### config.mk
export PLATFORM = sky130hd
export DESIGN_NAME = fpla_ctrl
export DESIGN_NICKNAME = d
export VERILOG_FILES = /design/src/hw/rtl/fpla_pkg.sv /design/src/hw/rtl/fpla_ctrl.sv
export SDC_FILE = /design/constraint.sdc
export NUM_CORES = 1
export LEC_CHECK = 0
export ABC_AREA = 1
export BUFFER_PORTS_ARGS = -buffer_cell sky130_fd_sc_hd__buf_2
export CORE_MARGIN = 2
export CORE_UTILIZATION = 40
export DETAILED_ROUTE_END_ITERATION = 10
export HOLD_SLACK_MARGIN = 0.05
export SLEW_MARGIN = 0
export SYNTH_ARGS = -nofsm -noshare
export SYNTH_HDL_FRONTEND = slang
export SYNTH_SLANG_ARGS = --single-unit
### constraint.sdc
create_clock -name clk -period 6.5 [get_ports clk]
set_input_delay 1.95 -clock clk [delete_from_list [all_inputs] [get_ports clk]]
set_output_delay 1.95 -clock clk [all_outputs]
set_load 0.05 [all_outputs]
### src/hw/rtl/fpla_pkg.sv
// Shared constants, codes and types of the free page list allocator.
// No dependencies; every other file of the block takes names from here.
package fpla_pkg;

    // Geometry of the page pool
    localparam int NUM_PAGES   = 1024;
    localparam int PAGE_W      = $clog2(NUM_PAGES);
    localparam int LINK_W      = PAGE_W + 1;
    localparam int CNT_W       = PAGE_W + 1;
    localparam int SUM_W       = PAGE_W + 2;
    localparam int PAGE_SIZE_W = 21;
    localparam int STAT_W      = 32;
    localparam int CMD_W       = 2;
    localparam int STATUS_W    = 2;

    localparam logic [LINK_W-1:0]      HEAD_EMPTY      = LINK_W'(NUM_PAGES);
    localparam logic [CNT_W-1:0]       CNT_FULL        = CNT_W'(NUM_PAGES);
    localparam logic [SUM_W-1:0]       SUM_FULL        = SUM_W'(NUM_PAGES);
    localparam logic [PAGE_SIZE_W-1:0] PAGE_SIZE_RESET = PAGE_SIZE_W'(4096);

    // Command codes
    localparam logic [CMD_W-1:0] CMD_ALLOC = 2'd0;
    localparam logic [CMD_W-1:0] CMD_FREE  = 2'd1;
    localparam logic [CMD_W-1:0] CMD_ADD   = 2'd2;
    localparam logic [CMD_W-1:0] CMD_STATS = 2'd3;

    // Status codes
    localparam logic [STATUS_W-1:0] ST_OK      = 2'd0;
    localparam logic [STATUS_W-1:0] ST_REFUSED = 2'd1;
    localparam logic [STATUS_W-1:0] ST_BOUNDS  = 2'd2;

    // Request from the controller to the link memory
    typedef struct packed {
        logic              wr_en;
        logic [PAGE_W-1:0] wr_addr;
        logic [LINK_W-1:0] wr_data;
        logic              rd_en;
        logic [PAGE_W-1:0] rd_addr;
    } ram_req_t;

    // One result item as produced by the controller
    typedef struct packed {
        logic [STATUS_W-1:0] status;
        logic [PAGE_W-1:0]   granted_page;
        logic [CNT_W-1:0]    free_pages;
        logic [STAT_W-1:0]   alloc_count;
        logic [STAT_W-1:0]   free_count;
    } result_t;

endpackage

### src/hw/rtl/fpla_ctrl.sv
// Command sequencer of the allocator: head, counters, pop and block fill.
// Depends on fpla_pkg; drives the link memory through a ram_req_t.
module fpla_ctrl (
    input  logic                                 clk,
    input  logic                                 rst_n,
    input  logic                                 in_valid,
    output logic                                 in_stall,
    input  logic [fpla_pkg::CMD_W-1:0]           command,
    input  logic [fpla_pkg::PAGE_SIZE_W-1:0]     byte_count,
    input  logic [fpla_pkg::PAGE_W-1:0]          page_index,
    input  logic [fpla_pkg::CNT_W-1:0]           page_count,
    input  logic [fpla_pkg::PAGE_SIZE_W-1:0]     page_size,
    input  logic                                 out_room,
    output logic                                 res_load,
    output fpla_pkg::result_t                    res,
    output fpla_pkg::ram_req_t                   ram_req,
    input  logic [fpla_pkg::LINK_W-1:0]          ram_rdata
);

    localparam logic [1:0] S_IDLE = 2'd0;
    localparam logic [1:0] S_POP  = 2'd1;
    localparam logic [1:0] S_FILL = 2'd2;

    logic [1:0]                      state_reg, state_next;
    logic [fpla_pkg::LINK_W-1:0]     head_reg, head_next;
    logic [fpla_pkg::CNT_W-1:0]      pf_reg, pf_next;
    logic [fpla_pkg::STAT_W-1:0]     alloc_cnt_reg, alloc_cnt_next;
    logic [fpla_pkg::STAT_W-1:0]     free_cnt_reg, free_cnt_next;
    logic [fpla_pkg::PAGE_W-1:0]     cursor_reg, cursor_next;
    logic [fpla_pkg::CNT_W-1:0]      remain_reg, remain_next;
    logic [fpla_pkg::LINK_W-1:0]     tail_reg, tail_next;

    logic                            accept;
    logic                            alloc_ok;
    logic [fpla_pkg::SUM_W-1:0]      blk_end;
    logic                            blk_oob;
    logic [fpla_pkg::SUM_W-1:0]      room;
    logic [fpla_pkg::CNT_W-1:0]      pf_add_one;
    logic [fpla_pkg::CNT_W-1:0]      pf_add_blk;

    // Add pages to the free count, saturating at the pool size
    function automatic logic [fpla_pkg::CNT_W-1:0] add_sat(
        input logic [fpla_pkg::CNT_W-1:0] pf,
        input logic [fpla_pkg::CNT_W-1:0] n,
        input logic [fpla_pkg::SUM_W-1:0] left
    );
        logic [fpla_pkg::SUM_W-1:0] sum;
        sum = {1'b0, pf} + {1'b0, n};
        if ({1'b0, n} >= left)
        begin
            return fpla_pkg::CNT_FULL;
        end
        return sum[fpla_pkg::CNT_W-1:0];
    endfunction

    // Accept only when idle and the result register can take the answer
    assign in_stall = !((state_reg == S_IDLE) && out_room);
    assign accept   = in_valid && !in_stall;
    assign res_load = accept;

    // Decode the command
    assign alloc_ok   = (byte_count == page_size) && (head_reg < fpla_pkg::HEAD_EMPTY);
    assign blk_end    = fpla_pkg::SUM_W'(page_index) + fpla_pkg::SUM_W'(page_count);
    assign blk_oob    = blk_end > fpla_pkg::SUM_FULL;
    assign room       = fpla_pkg::SUM_FULL - fpla_pkg::SUM_W'(pf_reg);
    assign pf_add_one = add_sat(pf_reg, fpla_pkg::CNT_W'(1), room);
    assign pf_add_blk = add_sat(pf_reg, page_count, room);

    // Next state, memory requests and the result item
    always_comb
    begin
        state_next     = state_reg;
        head_next      = head_reg;
        pf_next        = pf_reg;
        alloc_cnt_next = alloc_cnt_reg;
        free_cnt_next  = free_cnt_reg;
        cursor_next    = cursor_reg;
        remain_next    = remain_reg;
        tail_next      = tail_reg;

        ram_req.wr_en   = 1'b0;
        ram_req.wr_addr = page_index;
        ram_req.wr_data = head_reg;
        ram_req.rd_en   = 1'b0;
        ram_req.rd_addr = head_reg[fpla_pkg::PAGE_W-1:0];

        res.status       = fpla_pkg::ST_OK;
        res.granted_page = '0;

        case (state_reg)
            S_IDLE:
            begin
                if (accept)
                begin
                    case (command)
                        fpla_pkg::CMD_ALLOC:
                        begin
                            alloc_cnt_next = alloc_cnt_reg + fpla_pkg::STAT_W'(1);
                            if (alloc_ok)
                            begin
                                ram_req.rd_en    = 1'b1;
                                res.granted_page = head_reg[fpla_pkg::PAGE_W-1:0];
                                if (pf_reg != '0)
                                begin
                                    pf_next = pf_reg - fpla_pkg::CNT_W'(1);
                                end
                                state_next = S_POP;
                            end
                            else
                            begin
                                res.status = fpla_pkg::ST_REFUSED;
                            end
                        end
                        fpla_pkg::CMD_FREE:
                        begin
                            free_cnt_next = free_cnt_reg + fpla_pkg::STAT_W'(1);
                            ram_req.wr_en = 1'b1;
                            head_next     = fpla_pkg::LINK_W'(page_index);
                            pf_next       = pf_add_one;
                        end
                        fpla_pkg::CMD_ADD:
                        begin
                            if (page_count == '0)
                            begin
                                res.status = fpla_pkg::ST_OK;
                            end
                            else if (blk_oob)
                            begin
                                res.status = fpla_pkg::ST_BOUNDS;
                            end
                            else
                            begin
                                tail_next   = head_reg;
                                head_next   = fpla_pkg::LINK_W'(page_index);
                                cursor_next = page_index;
                                remain_next = page_count;
                                pf_next     = pf_add_blk;
                                state_next  = S_FILL;
                            end
                        end
                        default:
                        begin
                            res.status = fpla_pkg::ST_OK;
                        end
                    endcase
                end
            end
            S_POP:
            begin
                // Take the popped page's link as the new head, clamped to empty
                if (ram_rdata > fpla_pkg::HEAD_EMPTY)
                begin
                    head_next = fpla_pkg::HEAD_EMPTY;
                end
                else
                begin
                    head_next = ram_rdata;
                end
                state_next = S_IDLE;
            end
            S_FILL:
            begin
                // Link one page of the block per cycle, the last to the old head
                ram_req.wr_en   = 1'b1;
                ram_req.wr_addr = cursor_reg;
                if (remain_reg == fpla_pkg::CNT_W'(1))
                begin
                    ram_req.wr_data = tail_reg;
                    state_next      = S_IDLE;
                end
                else
                begin
                    ram_req.wr_data = fpla_pkg::LINK_W'(cursor_reg) + fpla_pkg::LINK_W'(1);
                end
                cursor_next = cursor_reg + fpla_pkg::PAGE_W'(1);
                remain_next = remain_reg - fpla_pkg::CNT_W'(1);
            end
            default:
            begin
                state_next = S_IDLE;
            end
        endcase

        res.free_pages  = pf_next;
        res.alloc_count = alloc_cnt_next;
        res.free_count  = free_cnt_next;
    end

    // Hold control state and counters
    always_ff @(posedge clk or negedge rst_n)
    begin
        if (!rst_n)
        begin
            state_reg     <= S_IDLE;
            head_reg      <= fpla_pkg::HEAD_EMPTY;
            pf_reg        <= '0;
            alloc_cnt_reg <= '0;
            free_cnt_reg  <= '0;
            remain_reg    <= '0;
        end
        else
        begin
            state_reg     <= state_next;
            head_reg      <= head_next;
            pf_reg        <= pf_next;
            alloc_cnt_reg <= alloc_cnt_next;
            free_cnt_reg  <= free_cnt_next;
            remain_reg    <= remain_next;
        end
    end

    // Fill cursor and saved tail link
    always_ff @(posedge clk)
    begin
        cursor_reg <= cursor_next;
        tail_reg   <= tail_next;
    end

endmodule
==> reports/metrics.yaml <==
status: "finished clean"
postLayoutCellArea_um2: 11500
grt_usage_pct: 23.7
slowest_stage: "fa_1"
async_reset_ff_share_pct: 82.5
fin_skew_ns: 0.0104
drtPass1Iterations: 5
drc_errors: 0
r2r_cells: 15
rsz0062_at_grt: "no"
clkTransAtPathRegs_ns: 0.06
grt_pass1_vias: 9011
powerDensity_nw_per_um2: 176
max_slew_margin_pct: 33.2
grt_start_max_net_pins: 75
ys_seq_elements: 120
start_util_pct: 40.4
coreArea_um2: 23300
cts-root-buf: "clkbuf_16"
hold_violations: 0
startpoint_type: "input pin"
htree_levels: 4
syn-cell-area_um2: 9440
via_per_inst: 4.98
gp_congestion: 0.921
die_y_um: 158
hpwl_mm: 22.7
hold_path.class: "flip-flop to flip-flop"
cp_max_fo: 12
grt_first_pass_wirelength_mm: 45.9
cts.path.max_buffers: 2
placed_area_um2: 10800
vias: 9372
hold_ws_ns: 0.464
final.fill_count: 2399
fin_util_pct: 49.4
syn_inst: 1346
synth_edf_count: 21
dp.cells: 1848
synthesis.nets: 1467
drv_cap: 0
critPathTopFamily: "simple AND/OR/NAND/NOR gates"
worstSetupPathDepth: 16
cp_cell_sequence: "buf_2 -> ha_2 -> fa_1 -> or2_2 -> a21oi_1 -> nand2_1 -> nor2_1 -> nand4_1 -> nor2_1 -> nand2_1 -> nand2_4 -> nand2_8 -> nand2_1 -> nand3_1 -> a21boi_2 -> buf_4"
slew_viol_final: 0
drt_iter0_drc: 607
overflow: 0
die_x_um: 158
worstPathBufferInverterCount: 2
portBuffers: 201
seqCellArea_um2: 3110
cp.arrival_ns: 4.34
cts_buffers: 17
worst_pin_slew_ns: 1.00
cts_setup_buffers: 0
ios: 202
rows: 56
multi_input_area_um2: 5460
clkSinkCount: 120
finalNetCount: 1669
areaGrowthSynthToFinish_pct: 22.1
finalNonFillerCells: 1882
drt-total-wl_mm: 29.1
fmax_mhz: 159
worstSkewPairLatency_ns: 0.42
final_cell_mix: "371 x nand2_1, 189 x buf_2, 180 x inv_1"
ys.flop_type: "dfrtp_1"
end_kind: "output pin"
p_leak_nw: 6.07
final_common_cell: "nand2_1"
period_share_pct: 96.8
ys_seq_area_share_pct: 32.9
dieArea_um2: 24800
final-setup-viol-count: 0
path_common_cell: "nand2_1"
min_period_ns: 6.29
syn_avg_cell_area_um2: 7.01
max_stage_delay_ns: 0.44
hold_depth: 1
wl_per_cell_um: 15.5
crit_type: "input pin to output pin"
crit_required_ns: 4.55
drive_gt1_share_pct: 19.4
synth_cell_type_count: 58
yosysWarnings: 0
antenna_found_initial: 2
ant_nets: 0
peakVddDrop_uv: 148
cts_tree: "built"
cts_hold_buffers: 0
worst paths after layout:
| check | slack (ns) | end | from |
|---|---|---|---|
| worst max-delay path | 0.21 | res[71] | page_count[0] |
| worst min-delay path | 0.46 | free_cnt_reg[31] | free_cnt_reg[31] |
| worst max register to register | 3.24 | pf_reg[3] | pf_reg[1] |
| worst min register to register | 0.46 | free_cnt_reg[31] | free_cnt_reg[31] |
| max in group asynchronous | 3.88 | alloc_cnt_reg[0] | rst_n |
| min in group asynchronous | 1.68 | alloc_cnt_reg[24] | rst_n |
power breakdown:
group	switching [W]	leakage (nW)	internal, W	total, W
clock	0.000390	0.291	0.000614	0.00100
combinational	0.000161	4.38	0.0000856	0.000247
sequential	0.00000586	1.40	0.000769	0.000775
total	0.000557	6.07	0.00147	0.00203
through the flow:
step                worst slack [ns]  setup TNS (ns)  power, W
global placement              0.0184               0   0.00103
floorplan                     -0.113           -1.13  0.000935
finish                         0.207               0   0.00203
global route                 0.00861               0   0.00210
detailed placement           -0.0665          -0.106   0.00103
CTS                           0.0752               0   0.00204
final cells by class:
| type | instances | area share, % |
|---|---|---|
| clock inverter | 14 | 1.61 |
| inverter | 193 | 6.35 |
| tap | 319 | 3.46 |
| multi-input combinational | 995 | 47.3 |
| sequential | 120 | 27.0 |
| antenna | 2 | 0.0434 |
| timing repair buffer | 221 | 10.5 |
| clock buffer | 18 | 3.72 |
cells by family after synthesis:
logic type / synth area share (%)
AO/OA/AOI/OAI: 7.87
XOR/XNOR: 8.91
adder cells (fa/ha/maj): 5.59
buffers and inverters: 9.90
flip-flops: 32.9
AND/OR/NAND/NOR: 34.8
Yosys cell counts (all sizes together), types with 5 or more instances:
master / n / share of area [%]
o31ai: 5 / 0.40
o22ai: 9 / 0.60
ha: 39 / 5.2
inv: 187 / 7.5
nand4: 39 / 2.7
a21boi: 10 / 0.80
nor4: 12 / 1.0
clkbuf: 16 / 0.64
nand3b: 6 / 0.61
a21oi: 32 / 1.7
xnor2: 29 / 2.7
xor2: 67 / 6.2
nor2: 146 / 6.6
nand2: 375 / 15
nand3: 109 / 6.0
o221ai: 6 / 0.56
clkinv: 6 / 0.29
dfrtp: 98 / 26
buf: 22 / 1.5
o21ai: 53 / 2.8
edfxtp: 21 / 6.7
nor3: 34 / 1.9
timing repair:
action	4_1_cts	5_1_grt
gates resized for setup	5	33
endpoints found under the hold margin	0	0
endpoints found under the setup margin	4	11
pin swaps	0	1
per-layer routing:
metal | track usage (%) | vias up | routed length, um
met3 | 3.34 | 37 | 1540
met2 | 40.4 | 297 | 13700
li1 | - | 4763 | -
met5 | 0 | - | 0
met4 | 7.97 | 0 | 642
met1 | 30.9 | 4275 | 13300
No activity file was read; power rests on OpenSTA's default activity.
